File: config.mk
export PLATFORM = sky130hd
export DESIGN_NAME = mi4_ram
export DESIGN_NICKNAME = d
export VERILOG_FILES = /design/src/design/mi4_ram.sv
export SDC_FILE = /design/constraint.sdc
export NUM_CORES = 1
export LEC_CHECK = 0
export ABC_AREA = 1
export BUFFER_PORTS_ARGS = -buffer_cell sky130_fd_sc_hd__buf_2
export CAP_MARGIN = 15
export CORE_ASPECT_RATIO = 0.75
export CORE_MARGIN = 3
export CORE_UTILIZATION = 35
export CTS_CLUSTER_SIZE = 24
export DETAILED_ROUTE_END_ITERATION = 6
export HOLD_SLACK_MARGIN = 0.02
export PLACE_DENSITY_LB_ADDON = 0.08
export RECOVER_POWER = 50
export SETUP_SLACK_MARGIN = 0.4
export SYNTH_ARGS = -nofsm -noshare
export SYNTH_HDL_FRONTEND = slang
export SYNTH_SLANG_ARGS = --single-unit
File: constraint.sdc
create_clock -name clock -period 2 [get_ports clock]
set_input_delay 0 -clock clock [delete_from_list [all_inputs] [get_ports clock]]
set_output_delay 0 -clock clock [all_outputs]
set_load 0.005 [all_outputs]
File: src/design/mi4_ram.sv
`timescale 1ns / 1ps
// ----------------------------------------------------------------------------
// mi4_ram: generic single-write, single-read RAM
// Registered read port.
// ----------------------------------------------------------------------------
module mi4_ram #(
   parameter int WIDTH = 32,
   parameter int DEPTH = 16
) (
   input  logic                     clock,
   input  logic                     wr_en,
   input  logic [$clog2(DEPTH)-1:0] wr_addr,
   input  logic [WIDTH-1:0]         wr_data,
   input  logic [$clog2(DEPTH)-1:0] rd_addr,
   output logic [WIDTH-1:0]         rd_data
);
   logic [WIDTH-1:0] mem_ff [DEPTH];
   always_ff @(posedge clock) begin
      if (wr_en) begin
         mem_ff[wr_addr] <= wr_data;
      end
      rd_data <= mem_ff[rd_addr];
   end
endmodule

==> results.ini <==
[place]
place_congestion=0.765
place_hpwl_um=35200
dp_cells=3002
io_buffers=73

[sta]
rsz0062_at_grt=no
fin_crit_ns=1.46
tightest_slew_ns=1.29
final.period_utilization_pct=73.2
drv_slew=0
fmax_mhz=683
tns_ns=0
hold_viol_final=0
relSlewSlack_pct=14.3
timing.clock.skew_ns=0.00993
setup_violations=0

[cells_and_area]
postLayoutCoreUtil_pct=41.1
final_cell_mix=nand2_1, edfxtp_1, inv_1
instances_no_fill=3139
final_common_cell=nand2_1
syn2layout_area_growth_pct=15.8
diodes=0
nets=2274
drive_gt1_share_pct=8.12

[critical_path]
worstPathArrival_ns=1.96
critical-path-top-delay-family=buffers and inverters
worstPathRequired_ns=2.49
crit_path_max_fanout=27
crit_buf_inv=3
worstSetupPathType=in -> reg
start_kind=input port
end_kind=register
crit_slowest_cell=dlygate4sd3_1
crit_path_cell_trace=dlygate4sd3_1, buf_4, buf_4, nand3_1, nand3_1, nand2_1
max_stage_delay_ns=0.53

[clock_network]
htreeDepth=2
cts_root_buf=clkbuf_16
cts_setup_buffers=0
numCtsBuffers=56
clock_sinks=544
clock_latency_ns=0.60
clk_pin_slew_ns=0.06
clockBufferDepth=3
cts_resized=0
cts_tree=built

[route]
viasPerCell=4.67
wl_per_cell_um=20.1
drt-initial-drc-count=1117
dr.pass1.iters=5
wl_um=63200
drc=0
vias=14600
ant_nets=0

[synth]
postSynthCellCount=2120
synth.distinct_cells=15
synth_warnings=0
syn_area_um2=22700
synth_nets=2162
syn_area_per_cell_um2=10.7
ys_ff_latch=544
synth-seq-area-share_pct=70.5
synthTopCellsByArea=edfxtp_1, nand2_1, nand3_1
synth.top_cell.area_share_pct=67.6
yosys.area.top_type=edfxtp_1

[power_and_ir_drop]
peakVddDrop_mv=0.618
power_per_cell_area_nw_per_um2=942
p_leak_uw=0.0110

[status]
status=finished, final reports clean

[grt]
overflow=0
grt_pass1_vias=14500
antenna_found_initial=0
gr-usage-all-layers_pct=18.7
grt_pass1_wl_um=94800
grt_max_degree=95

[die]
placementRows=80
dieArea_um2=68100
die_w_um=300
die_h_um=227
start_util_pct=35.5
coreArea_um2=64000
io_pins=74

[min_path]
worstHoldPathType=in -> reg

[flow_run]
cap_violations=0

## cell usage after synthesis
master	n
dfxtp_1	32
buf_4	6
edfxtp_1	512
buf_2	41
buf_1	14
inv_1	388
nor2_1	17
nand3b_1	2
buf_12	1
clkbuf_1	14
nand2_1	677
buf_6	29
inv_4	1
nand3_1	385
inv_2	1
## routing by layer
metal,wire length (um),GRT usage (%),share of wire (%),vias up
met5,0,0,0,-
met4,1560,5.47,2.5,0
met3,2790,2.48,4.4,98
met2,29500,30.3,47,283
met1,29400,26.4,46,7195
li1,-,-,-,7073
## area by class of cell
cell class              count  area, um^2
inverters                 390        1470
clock buffers              76        1520
fillers                  6173       37600
clock inverters            28         263
flip-flops and latches    544       16000
repair buffers            159        1320
multi-input cells        1081        4650
well taps                 861        1080
## tightest hold or removal path, stage by stage
cell and delay [ns]:
buf_2 0.11, inv_2 0.25, nand3_1 0.18, nand2_1 0.05
## logic make-up (layout without fill, tap and decap cells)
family,Yosys count,in the layout,synth area share (%)
buf+inv,495,653,9.54
flops,544,544,70.5
simple gates,1081,1081,20.0
## worst paths after layout
check,startpoint,to,slack (ns),cells after the start
worst min register to register,mem_ff[11][0],rd_data[0],0.67,6
worst min-delay path,rd_addr[3],rd_data[19],0.04,4
worst max register to register,mem_ff[5][3],rd_data[3],0.82,6
worst max-delay path,rd_addr[2],rd_data[3],0.54,6
## power by group
| group | leakage, uW | switching (uW) | internal, uW |
|---|---|---|---|
| registers | 0.00490 | 85.0 | 12700 |
| clock network | 0.000871 | 4390 | 5940 |
| logic | 0.00525 | 1140 | 484 |
| total | 0.0110 | 5620 | 19200 |
## per-stage QoR
stage	total power, uW	hold WS, ns	worst slack, ns	instance area, um^2
after detailed placement	14700	0.376	0.482	24300
after global routing	25700	0.0469	0.539	26300
after floorplan	13900	0.0989	0.00730	22700
after global placement	14700	0.379	0.480	24300
final	24800	0.0351	0.536	26300
after CTS	25100	0.0308	0.592	26400
## registers in the layout, indices dropped and copies added, names as in the netlist
name,flops
rd_data,32
mem_ff,512
## what timing repair did
item / CTS / global route
hold buffers: 33 / 0
endpoints found under the hold margin: 523 / 0
setup endpoints to repair: 0 / 0
No activity file was read; power rests on OpenSTA's default activity.
