$ cat config.mk
export PLATFORM = sky130hd
export DESIGN_NAME = mi4_front
export DESIGN_NICKNAME = d
export VERILOG_FILES = /design/src/design/mi4_front.sv
export SDC_FILE = /design/constraint.sdc
export NUM_CORES = 1
export LEC_CHECK = 0
export BUFFER_PORTS_ARGS = -buffer_cell sky130_fd_sc_hd__buf_2
export CAP_MARGIN = 30
export CORE_AREA = 2 2 39 41
export DETAILED_ROUTE_END_ITERATION = 8
export DIE_AREA = 0 0 41 43
export MAX_ROUTING_LAYER = met4
export SETUP_SLACK_MARGIN = 0.15
export SLEW_MARGIN = 20
export SYNTH_ARGS = -nofsm -noshare
export SYNTH_HDL_FRONTEND = slang
export SYNTH_SLANG_ARGS = --single-unit
$ cat constraint.sdc
create_clock -name clock -period 2 [get_ports clock]
set_clock_uncertainty 0.15 [all_clocks]
set_input_delay 0.2 -clock clock [delete_from_list [all_inputs] [get_ports clock]]
set_output_delay 0.2 -clock clock [all_outputs]
set_load 0.1 [all_outputs]
$ cat src/design/mi4_front.sv
`timescale 1ns / 1ps
// ----------------------------------------------------------------------------
// mi4_front: element loader
// Counts elements, writes them into the matrix buffer and hands a complete
// matrix (buffer bank) to the back end.
// ----------------------------------------------------------------------------
module mi4_front (
   input  logic       clock,
   input  logic       reset,
   input  logic       push,
   output logic       full,
   output logic       wr_en,
   output logic [4:0] wr_addr,
   output logic       done_valid,
   input  logic       done_ready,
   output logic       done_bank
);
   logic [3:0] cnt_ff, cnt_in;
   logic       bank_ff, bank_in;
   logic       pend_ff, pend_in;
   logic       pbank_ff, pbank_in;
   logic       take;

   // A waiting matrix sits in the bank the back end will read after the
   // current one, so loading stops until the back end takes it.
   assign full = pend_ff;
   assign take = push && !full;
   assign wr_en = take;
   assign wr_addr = {bank_ff, cnt_ff};
   assign done_valid = pend_ff;
   assign done_bank = pbank_ff;

   always_comb begin
      cnt_in = cnt_ff;
      bank_in = bank_ff;
      pend_in = pend_ff && !done_ready;
      pbank_in = pbank_ff;
      if (take) begin
         cnt_in = cnt_ff + 4'd1;
         if (cnt_ff == 4'd15) begin
            bank_in = ~bank_ff;
            pend_in = 1'b1;
            pbank_in = bank_ff;
         end
      end
   end

   always_ff @(posedge clock) begin
      if (reset) begin
         cnt_ff <= '0;
         bank_ff <= 1'b0;
         pend_ff <= 1'b0;
      end else begin
         cnt_ff <= cnt_in;
         bank_ff <= bank_in;
         pend_ff <= pend_in;
      end
      pbank_ff <= pbank_in;
   end
endmodule

==> metrics list, run 1 <==
- When the netlist entered floorplanning its net count stood at 34.
* Worst-case headroom to the max-slew limit: 67.7%
- Summed over all layers, the routed wires come to between 500 and 600 um.
- Clock transition at the registers of the reported paths: around 0.05 ns
- The hold violation count in the final report came to 0.
* Overall power of the completed layout: approximately 0.00034 W
* Average cell area after synthesis: roughly 11 um^2
- Count of standard-cell rows: 14
* Cell area after technology mapping: ~330 um^2
* Worst slew pin tran: ~0.5 ns
- Setup repair after global routing missed its margin: no
* Maximum fanout along the worst path: 5
* Crit path required time: 1.65 ns
* Arr. time, crit path: around 1.2 ns
* R2r endpoint: bank_ff
- Post-layout min period: about 1.6 ns
- Leading cell types in the layout, fill and taps excluded: buf_2 (12), nor2_1 (5), dfxtp_2 (5)
* Number of DRC markers after the initial detailed-route iteration: 1
* Maximum Capacitance Violations: 0
- Pre-antenna DRT Iters: 2
* Placement Cell Area: approximately 400 um^2
- The number of gates resized after CTS was 0.
* Number of global-route vias before repair: about 200
- Achievable Freq: around 0.64 GHz
* Core region area: between 0.001 and 0.0015 mm^2
- The startpoint identified for the worst register-to-register timing path is done_valid.
* Filler cell count in the final layout: between 100 and 150
- Port Buf Inserts: 12
- Entering global routing, the biggest net connects 9 pins.
- The die is 41 um wide.
- Combinational logic is responsible for a little under a fifth of the overall power.
- Buffers inserted during clock tree synthesis total 3.
- Switching power: 0.000104 W
- Synthesis instantiated 18 different standard cells from the library.
- Vias: 238
* Net count, final: 48
* Run status: completed
- After layout, the worst path uses between 70% and 80% of the clock period.
* Overall global routing resource usage: between 7 and 8%
- In the routed design, unresolved DRC markers number 0.
* Tightest Hold Check Type: in -> reg
* Drt wl/cell: about 9.9 um
- In this run the vertical extent of the chip is approximately 43 um.
* Max Transition Viols Final: 0
* Synthesis Warnings: 0
- Internal power summed over all cells: roughly 0.00024 W
- Clock group share of total power: between 30% and 40%
* CTS H-tree lvls: 1
* Clock tree from TritonCTS: done
- Clock latency on the worst-skew pair, taken at its later pin, is between 0.2 and 0.25 ns.
- The critical path ends at wr_en.
- Sum Neg Setup Slack: 0 ns
- Buffer levels on the longest clock path: 2
- Area delta synth->final: 26.0%
* Number of vias per cell after detailed routing: between 4 and 5
- Initial antenna violation count: 0
- Die Area: 0.00176 mm^2
- Residual overflow from global routing: 0
* Commonest non-fill, non-tap cell in the layout: buf_2
* Kind of end point of the critical path: primary output
- Kind of start point of the critical path: flop
* Number of buffers added to fix hold violations after cts: 0
- After synthesis the netlist holds a flip-flop and latch count of 7.
- Once the floorplan was initialized, standard cells occupied a little under a quarter of the core.
* Antenna Diode Count: 0
* Start point of the critical path: done_valid
- The startpoint identified for the worst hold timing path is reset.
* Peak ir drop on the vdd network: approximately 0.41 mV
- Buffers added to address setup during post-CTS repair amount to 0.
- Wire length of the first global-routing pass: 793 um
* Switching part of the total power: a little over 30%
* Top-level I/O count: 13
* Static Leakage: between 0.2 and 0.25 nW
- In this run, flip-flops and latches consume between 40% and 50% of the power.
- Slack of the worst reg-to-reg path: about 0.66 ns
- Number of clock sinks seen by CTS: 7
* Post-route cell area: 418 um^2
- Library cell used as clock root buffer: clkbuf_4
- Cells with a size suffix above 1 make up between 50% and 60% of the layout.
- Setup violations remaining at the end of the flow were counted as 0.
- Antenna viol nets, final: 0
- At the end of routability-driven placement, the weighted congestion stood at between 0.6 and 0.7.
- Sequential element share of the synthesized area: between 40% and 50%
- Synthesis handed over a netlist of 29 instances.
* Depth of the most critical reg-to-reg path: 3
- Category of the critical setup timing path: reg -> out
- Pwr dens: approximately 820 mW/mm^2
[cell type report]
class | instances | area (um^2) | share of cell area [%]
clock buffers | 4 | 26.3 | 6.29
multi-input cells | 19 | 155 | 37.1
flip-flops and latches | 7 | 156 | 37.4
well taps | 16 | 20.0 | 4.79
repair buffers | 12 | 60.1 | 14.4
[cell families after synthesis]
family                     after synthesis  synth area share, %
AOI/OAI and AO/OA                        1                 3.02
adders and majority gates                1                 3.77
xor gates and xnor gates                 2                 5.28
muxes                                    3                 10.9
DFF                                      7                 45.3
and+or+nand+nor                         12                 23.8
buffers and inverters                    3                 7.92
[worst max-delay path, cell delays in order, from the launching register on]
cell     delay [ns]
dfxtp_2        0.34
nor2b_4        0.17
buf_2          0.45
[worst min path at each step]
stage                endpoint  cells after the start
CTS                 cnt_ff[2]                      2
global placement    done_bank                      0
floorplan           cnt_ff[0]                      1
detailed placement  done_bank                      0
finish              cnt_ff[2]                      2
global route        cnt_ff[2]                      2
[power groups by stage]
| stage | Sequential, W | Clock, W | Combinational, W |
|---|---|---|---|
| global placement | 0.000155 | 0 | 0.0000647 |
| CTS | 0.000152 | 0.000134 | 0.0000645 |
| finish | 0.000153 | 0.000124 | 0.0000640 |
| floorplan | 0.000187 | 0 | 0.0000228 |
| detailed placement | 0.000155 | 0 | 0.0000644 |
| global route | 0.000153 | 0.000141 | 0.0000669 |
[metrics by stage]
step	hold WS [ns]	setup slack, ns	util, %	cells
after floorplan	0.115	0.266	-	29
after global placement	0.312	0.672	28.3	54
after detailed placement	0.316	0.659	28.3	54
after CTS	0.0548	0.415	30.2	58
after global routing	0.0702	0.364	30.2	58
final	0.0690	0.436	30.2	58
[synth_stat cells]
cell type	count	area [um^2]
mux2_4	1	15.0
nor2b_4	1	13.8
buf_6	1	11.3
nor2_1	5	18.8
xor2_1	1	8.76
nor2b_1	2	12.5
o21ba_1	1	10.0
xnor2_1	1	8.76
nand4_1	1	6.26
buf_4	2	15.0
mux2_1	1	11.3
edfxtp_1	1	30.0
dfxtp_1	6	120
nand3b_1	1	7.51
ha_1	1	12.5
nor2b_2	1	8.76
mux2i_1	1	10.0
and4_4	1	11.3
[sequential cells by signal, summed over array words and instances, names as in the netlist]
signal      cells
done_valid      1
done_bank       1
cnt_ff          4
bank_ff         1
[per-layer routing]
layer,up-vias,share of wire (%),wire length [um],GRT usage (%)
li1,122,-,-,-
met1,106,51,294,9.12
met2,10,39,225,8.13
met3,0,9.2,53,9.42
met4,0,0,0,0
met5,-,0,0,-
Power figures use the tool's default switching activity.
==> inputs of run 2 (changes only) <==
Settings changed: ABC_AREA set to 1.
Clock period 2 ns to 1.55 ns, I/O delays scaled along.
==> metrics list, run 2 <==
* Top-level I/O count: 13
- The startpoint identified for the worst register-to-register timing path is cnt_ff[1].
* Achievable Freq: ~0.74 GHz
* Number of buffer and inverter stages on the critical path: 1
- Slack of the worst reg-to-reg path: roughly 0.35 ns
- Grt met1 use: 9.35%
- Tightest Hold Check Type: in -> reg
- After Yosys synthesis, and, or, nand and nor cells account for 34.2% of the synthesized area.
* Port Buf Inserts: 12
- Counting flops with a built-in enable in the synthesized netlist gives 1.
* Area delta synth->final: 37.1%
- Number of vias per cell after detailed routing: approximately 4.2
- Summed over all failing endpoints, the final setup total negative slack is 0 ns.
* Critical path destination: done_valid
* Drt wl/cell: roughly 8.7 um
- Most Crowded Layer GR: met2
- Net count, final: 64
- Overall global routing resource usage: 10.4%
- Data on the critical path arrives at its endpoint at approximately 1.0 ns.
- Synthesis Warnings: 0
- The worst-case IR drop observed on VDD is 0.600 mV.
- TritonCTS built the clock tree.
- Headroom to the max-slew limit came out at about two thirds.
* Number of clock sinks seen by CTS: 7
- Entering global routing, the biggest net connects 7 pins.
- Most frequent cells after synthesis: nor2_1 (10), dfxtp_1 (6), nand2_1 (5), inv_1 (4), nand3_1 (3)
- Worst slew pin tran: about 0.5 ns
* Crit path required time: ~1.2 ns
- After synthesis the netlist holds a flip-flop and latch count of 7.
- The biggest area contributor in the post-synthesis netlist is dfxtp_1.
* CTS H-tree lvls: 1
* Height of the die: ~43 um
- Count of cells along the worst hold path: 4
- The number of global-route vias before repair was between 300 and 400.
* Detailed Route WL: 646 um
- Number of DRC markers after the initial detailed-route iteration: 1
- Post-synth top area share: a little over a third
- Compound-cell area share of the yosys netlist: slightly above 8%
- Sequential element share of the synthesized area: roughly 44%
- Leading cell types in the layout, fill and taps excluded: nor2_1 (10), buf_2 (9), nand2_1 (5), clkbuf_4 (5), inv_1 (4)
* Cell with the most instances after synthesis: nor2_1
- Parity-gate share of the synthesized area counting xor and xnor cells: 0%
- Highest-delay cell along the critical path: buf_2
- The endpoint identified for the worst register-to-register timing path is done_bank.
- Placed cells: 69
- In this run, distinct cell masters in the synthesized netlist total 16.
- Across the run, the number of max-cap violations was 0.
- Antenna viol nets, final: 0
* Average cell area after synthesis: roughly 8 um^2
* Routability cong.: 0.748
- The region available for standard cell placement spans approximately 0.0014 mm^2.
- Buffer levels on the longest clock path: 2
- Final design utilization: approximately a third
- Measured in cells, the most critical reg-to-reg path has a length of 3.
- The smallest clock period supported by the final layout is computed as 1.34 ns.
- Gate count after technology mapping: 43
* Pre-antenna DRT Iters: 2
- For this run, design rule violations remaining after detail routing come to 0.
- Setup repair after global routing left no endpoint under its margin.
- Summed over all layers, the global routing overflow is 0.
- Routing usage on met3: about 7.9%
- Kind of start point of the critical path: flop
- Of the cells placed in the final design, the portion with a size suffix greater than 1 is between 40 and 50%.
- In this run the number of cells on the critical path is 1.
* Ranking of synthesized cells by area: dfxtp_1 (35%), nor2_1 (11%), edfxtp_1 (8.8%)
- Commonest non-fill, non-tap cell in the layout: nor2_1
- The initial antenna violation count is 0.
- Max Transition Viols Final: 0
* Die extent in x: just over 40 um
- Count of standard-cell rows: 14
- Die Area: 0.00176 mm^2
- Final Cycle Share: between 80% and 90%
- Most used DFF post-synth: dfxtp_1
* Run status: completed
* Endpoints failing setup: 0
- CP top delay family: buffers and inverters
- For this design the static power due to leakage is 0.210 nW.
- Kind of end point of the critical path: primary output
- Vias: around 310
- Cell area after technology mapping: between 300 and 400 um^2
- After synthesis, the largest family of logic cells by area is simple AND/OR/NAND/NOR gates.
- For this run, the number of standard cells in the final layout without fillers is between 70 and 80.
- In the synthesized netlist, mux cells make up 0% of the area.
- Clock-pin slew was measured on the worst setup and hold paths at roughly 0.050 ns.
* Antenna Diode Count: 0
- The register with the most flip-flops in the layout has 4 of them.
- Dividing total power by cell area gives a power density of ~940 mW/mm^2.
* Wire length of the first global-routing pass: 1160 um
* Start point of the critical path: done_valid
- cnt_ff holds more flip-flops than any other register.
- Library cell used as clock root buffer: clkbuf_4
- Hold Fails Final Rpt: 0
* Adder-cell area share of the yosys netlist: about 3.7%
- The number of clock buffers added by TritonCTS is 3.
- After synthesis, the share of flip-flops with an asynchronous set or reset is 0%.
- For the worst-skew pair, the clock arrives at the later sink with an insertion delay of 0.25 ns.
* Starting density of the core: approximately a quarter
* Global-route met2 utilization: between 10% and 20%
* Longest individual stage delay on the worst path: between 0.4 and 0.5 ns
- Net count after synthesis: 48
* Maximum fanout along the worst path: 4
* Category of the critical setup timing path: reg -> out
- Traced cell by cell, the critical path runs through buf_2.
run 2: cell count changes in the layout (fill, tap and decap cells not counted), moves of 3 or more:
cell	change
buf_2	-3
dfxtp_2	-3
dfxtp_4	+3
inv_1	+4
nand2_1	+5
nand3_1	+3
nor2_1	+5
run 2: worst min-delay path by stage:
stage / from / endpoint / slack (ns)
4_1_cts: done_ready / done_valid / 0.03
3_3_place_gp: reset / done_valid / 0.20
5_1_grt: done_ready / done_valid / 0.05
2_1_floorplan: reset / done_valid / 0.07
6_report: done_ready / done_valid / 0.03
3_5_place_dp: reset / done_valid / 0.20
run 2: logic make-up (layout without fill, tap and decap cells):
logic type,count (synthesis),in the layout
AOI/OAI and AO/OA,5,5
adders and majority gates,1,1
buffers and inverters,7,22
DFF,7,7
and+or+nand+nor,23,23
run 2: stage by stage:
stage	hold slack, ns	cell area (um^2)	setup slack [ns]	power, W
2_1_floorplan	0.0677	354	0.0320	0.000263
4_1_cts	0.0319	458	0.163	0.000447
5_1_grt	0.0461	467	0.153	0.000474
3_5_place_dp	0.199	419	0.304	0.000279
3_3_place_gp	0.198	419	0.328	0.000278
6_report	0.0323	467	0.206	0.000440
run 2: cell type report:
class,instances,area (um^2)
clock buffers,4,26.3
fillers,150,917
inverters,5,18.8
multi-input cells,29,156
flip-flops and latches,7,164
well taps,16,20.0
repair buffers,13,81.3
run 2: worst min-delay path, delay by kind of cell:
kind | cells | cell delay [ns]
AND/OR/NAND/NOR | 3 | 0.16
buffers and inverters | 1 | 0.08
run 2: metal layers:
metal	up-vias	wire (um)
li1	163	-
met1	138	265
met2	12	321
met3	0	59
met4	0	0
met5	-	0
run 2: what timing repair did:
action                     in CTS  in global routing
setup endpoints to repair       1                  3
hold endpoints to repair        2                  0
hold buffers                    1                  0
cloned                          0                  0
resized for setup               1                  3
buffers inserted                0                  0
run 2: power breakdown:
group / internal, W / switching (W) / leakage, nW
Combinational: 0.0000189 / 0.0000675 / 0.132
Clock: 0.0000980 / 0.0000638 / 0.0150
Sequential: 0.000187 / 0.00000473 / 0.0635
==> inputs of run 3 (changes only) <==
Settings changed: RECOVER_POWER set to 50.
==> metrics list, run 3 (same netlist as run 2, synthesis figures left out) <==
- Longest individual stage delay on the worst path: between 0.4 and 0.5 ns
- After global routing the overflow that remains totals 0.
- After clock tree synthesis, the clock-pin slew on the worst setup and hold paths is around 0.050 ns.
* Port Buf Inserts: 12
- Most Crowded Layer GR: met2
- Tightest Hold Check Type: in -> reg
- Of the cells placed in the final design, the portion with a size suffix greater than 1 is about 40%.
- For the pin with the worst max-slew slack, the measured transition is between 0.4 and 0.5 ns.
* Library cell used as clock root buffer: clkbuf_4
* Peak ir drop on the vdd network: between 0.6 and 0.7 mV
- At the end of routability-driven placement, the weighted congestion stood at approximately 0.75.
* Endpoints failing setup: 0
* Kind of end point of the critical path: primary output
- Global-route met2 utilization: between 10% and 20%
- TritonCTS built the clock tree.
- Global routing used between 10% and 20% of the available tracks across all layers.
* Run status: completed
- In this run the remaining antenna-violating nets after routing total 0.
- Detailed routing inserted a total of 313 vias.
* Number of flip-flops in the largest register: 4
- Setup repair after global routing left no endpoint under its margin.
- In this run, the number of DRC markers left after iteration 0 of detailed routing was 1.
* Remaining DRCs: 0
* Detailed Route WL: between 600 and 700 um
* Crit-path cells: buf_2
- Setup slack on the worst reg-to-reg path comes out at ~0.22 ns.
* Hold Fails Final Rpt: 0
- Total CTS buffers: 3
- Final WS setup: roughly 0.19 ns
- Leaving out fill and tap cells, the most frequent cells in the layout are nor2_1 (11), buf_2 (8), nand2_1 (5), clkbuf_4 (5), inv_1 (4).
- In this run the number of H-tree levels came out at 1.
- Pre-CTS WS: about 0.30 ns
- Commonest non-fill, non-tap cell in the layout: nor2_1
- Crit path required time: 1.24 ns
- Maximum fanout along the worst path: 4
* Antenna Diode Count: 0
- For this design the ratio of total power to cell area is approximately 970 mW/mm^2.
- Initial antenna violation count: 0
- Number of global-route vias before repair: about 320
- Routing usage on met3: under 10%
- Global routing used 9.35% of the available met1 tracks.
- Area delta synth->final: 33.5%
- Most flop-heavy register: cnt_ff
- Dividing the detail-routed wire length by the instance count gives 8.72 um.
* Count of standard-cell rows: 14
- The tool flagged a number of max-cap violations equal to 0.
* Highest-delay cell along the critical path: buf_2
- Net count, final: 64
- Overall power of the completed layout: between 0.0004 and 0.0005 W
- The number of buffers and inverters on the critical path is 1.
* Buffer levels on the longest clock path: 2
- Number of vias per cell after detailed routing: 4.23
- Maximum number of pins on one net before global-route repair: 7
- The number of slew-limit violations in the final report was 0.
- The floorplan step set the die height to roughly 43 um.
* Number of clock sinks seen by CTS: 7
- CP top delay family: buffers and inverters
- The die covers around 0.0018 mm^2.
- In this run the standard cell core region covers roughly 0.0014 mm^2.
- Sum Neg Setup Slack: 0 ns
- The worst setup path is launched from a flop.
- Data arrives at the worst endpoint at about 1.1 ns.
- Summed over all cells, the static leakage comes to 0.207 nW.
- Achievable Freq: about 0.73 GHz
- Final Cycle Share: approximately 90%
- Starting density of the core: 24.6%
* Die extent in x: around 41 um
- In this run the post-CTS setup repair buffer count came out at 0.
* Placement Cell Area: approximately 420 um^2
- The critical path in this run is classified as reg -> out.
- Post-route cell area: between 400 and 500 um^2
* Top-level I/O count: 13
- The smallest clock period supported by the final layout is computed as between 1 and 1.5 ns.
- Pre-antenna DRT Iters: 2
- Wire length of the first global-routing pass: between 1000 and 1500 um
- Worst-case headroom to the max-slew limit: around two thirds
- Clock latency reported for the late side of the worst-skew pair: around 0.25 ns
[run 3: changes by cell type in the layout (fill, tap and decap cells not counted)]
cell | previous run | this run
nor2_4 | 2 | 1
dfxtp_4 | 3 | 2
clkbuf_1 | 1 | 2
nor2_1 | 10 | 11
dfxtp_1 | 1 | 2
buf_2 | 9 | 8
[run 3: path summary, 6_finish.rpt]
path,startpoint,end,cells past startpoint
hold / removal,done_ready,done_valid,4
hold reg to reg,bank_ff,done_bank,0
setup / recovery,cnt_ff[1],wr_addr[1],1
setup reg to reg,cnt_ff[1],done_bank,3
[run 3: what timing repair did]
item / CTS / global route
resized for setup: 1 / 3
endpoints found under the hold margin: 2 / 0
setup endpoints to repair: 1 / 3
pin swaps: 0 / 0
hold buffers: 1 / 0
[run 3: area by class of cell]
type | count | area (um^2)
Sequential cell | 7 | 160
Clock buffer | 4 | 26.3
Inverter | 5 | 18.8
Tap cell | 16 | 20.0
Timing Repair Buffer | 13 | 80.1
Multi-Input combinational cell | 29 | 149
Fill cell | 152 | 930
[run 3: metrics by stage]
stage / util [%] / hold WS, ns / instances
after detailed placement: 30.3 / 0.199 / 69
final: 32.8 / 0.0326 / 74
after CTS: 33.1 / 0.0319 / 74
after floorplan: - / 0.0677 / 43
after global placement: 30.3 / 0.198 / 69
after global routing: 32.8 / 0.0474 / 74
[run 3: layer usage]
| layer | routed length, um | part of all wire (%) |
|---|---|---|
| met5 | 0 | 0 |
| met4 | 0 | 0 |
| met3 | 55 | 8.5 |
| met2 | 322 | 50 |
| met1 | 267 | 41 |
[run 3: power by group]
group / internal, W / total [W] / leakage, nW / switching [W]
clock: 0.0000981 / 0.000162 / 0.0150 / 0.0000643
combinational: 0.0000184 / 0.0000853 / 0.129 / 0.0000669
sequential: 0.000187 / 0.000192 / 0.0629 / 0.00000477
total: 0.000304 / 0.000440 / 0.207 / 0.000136
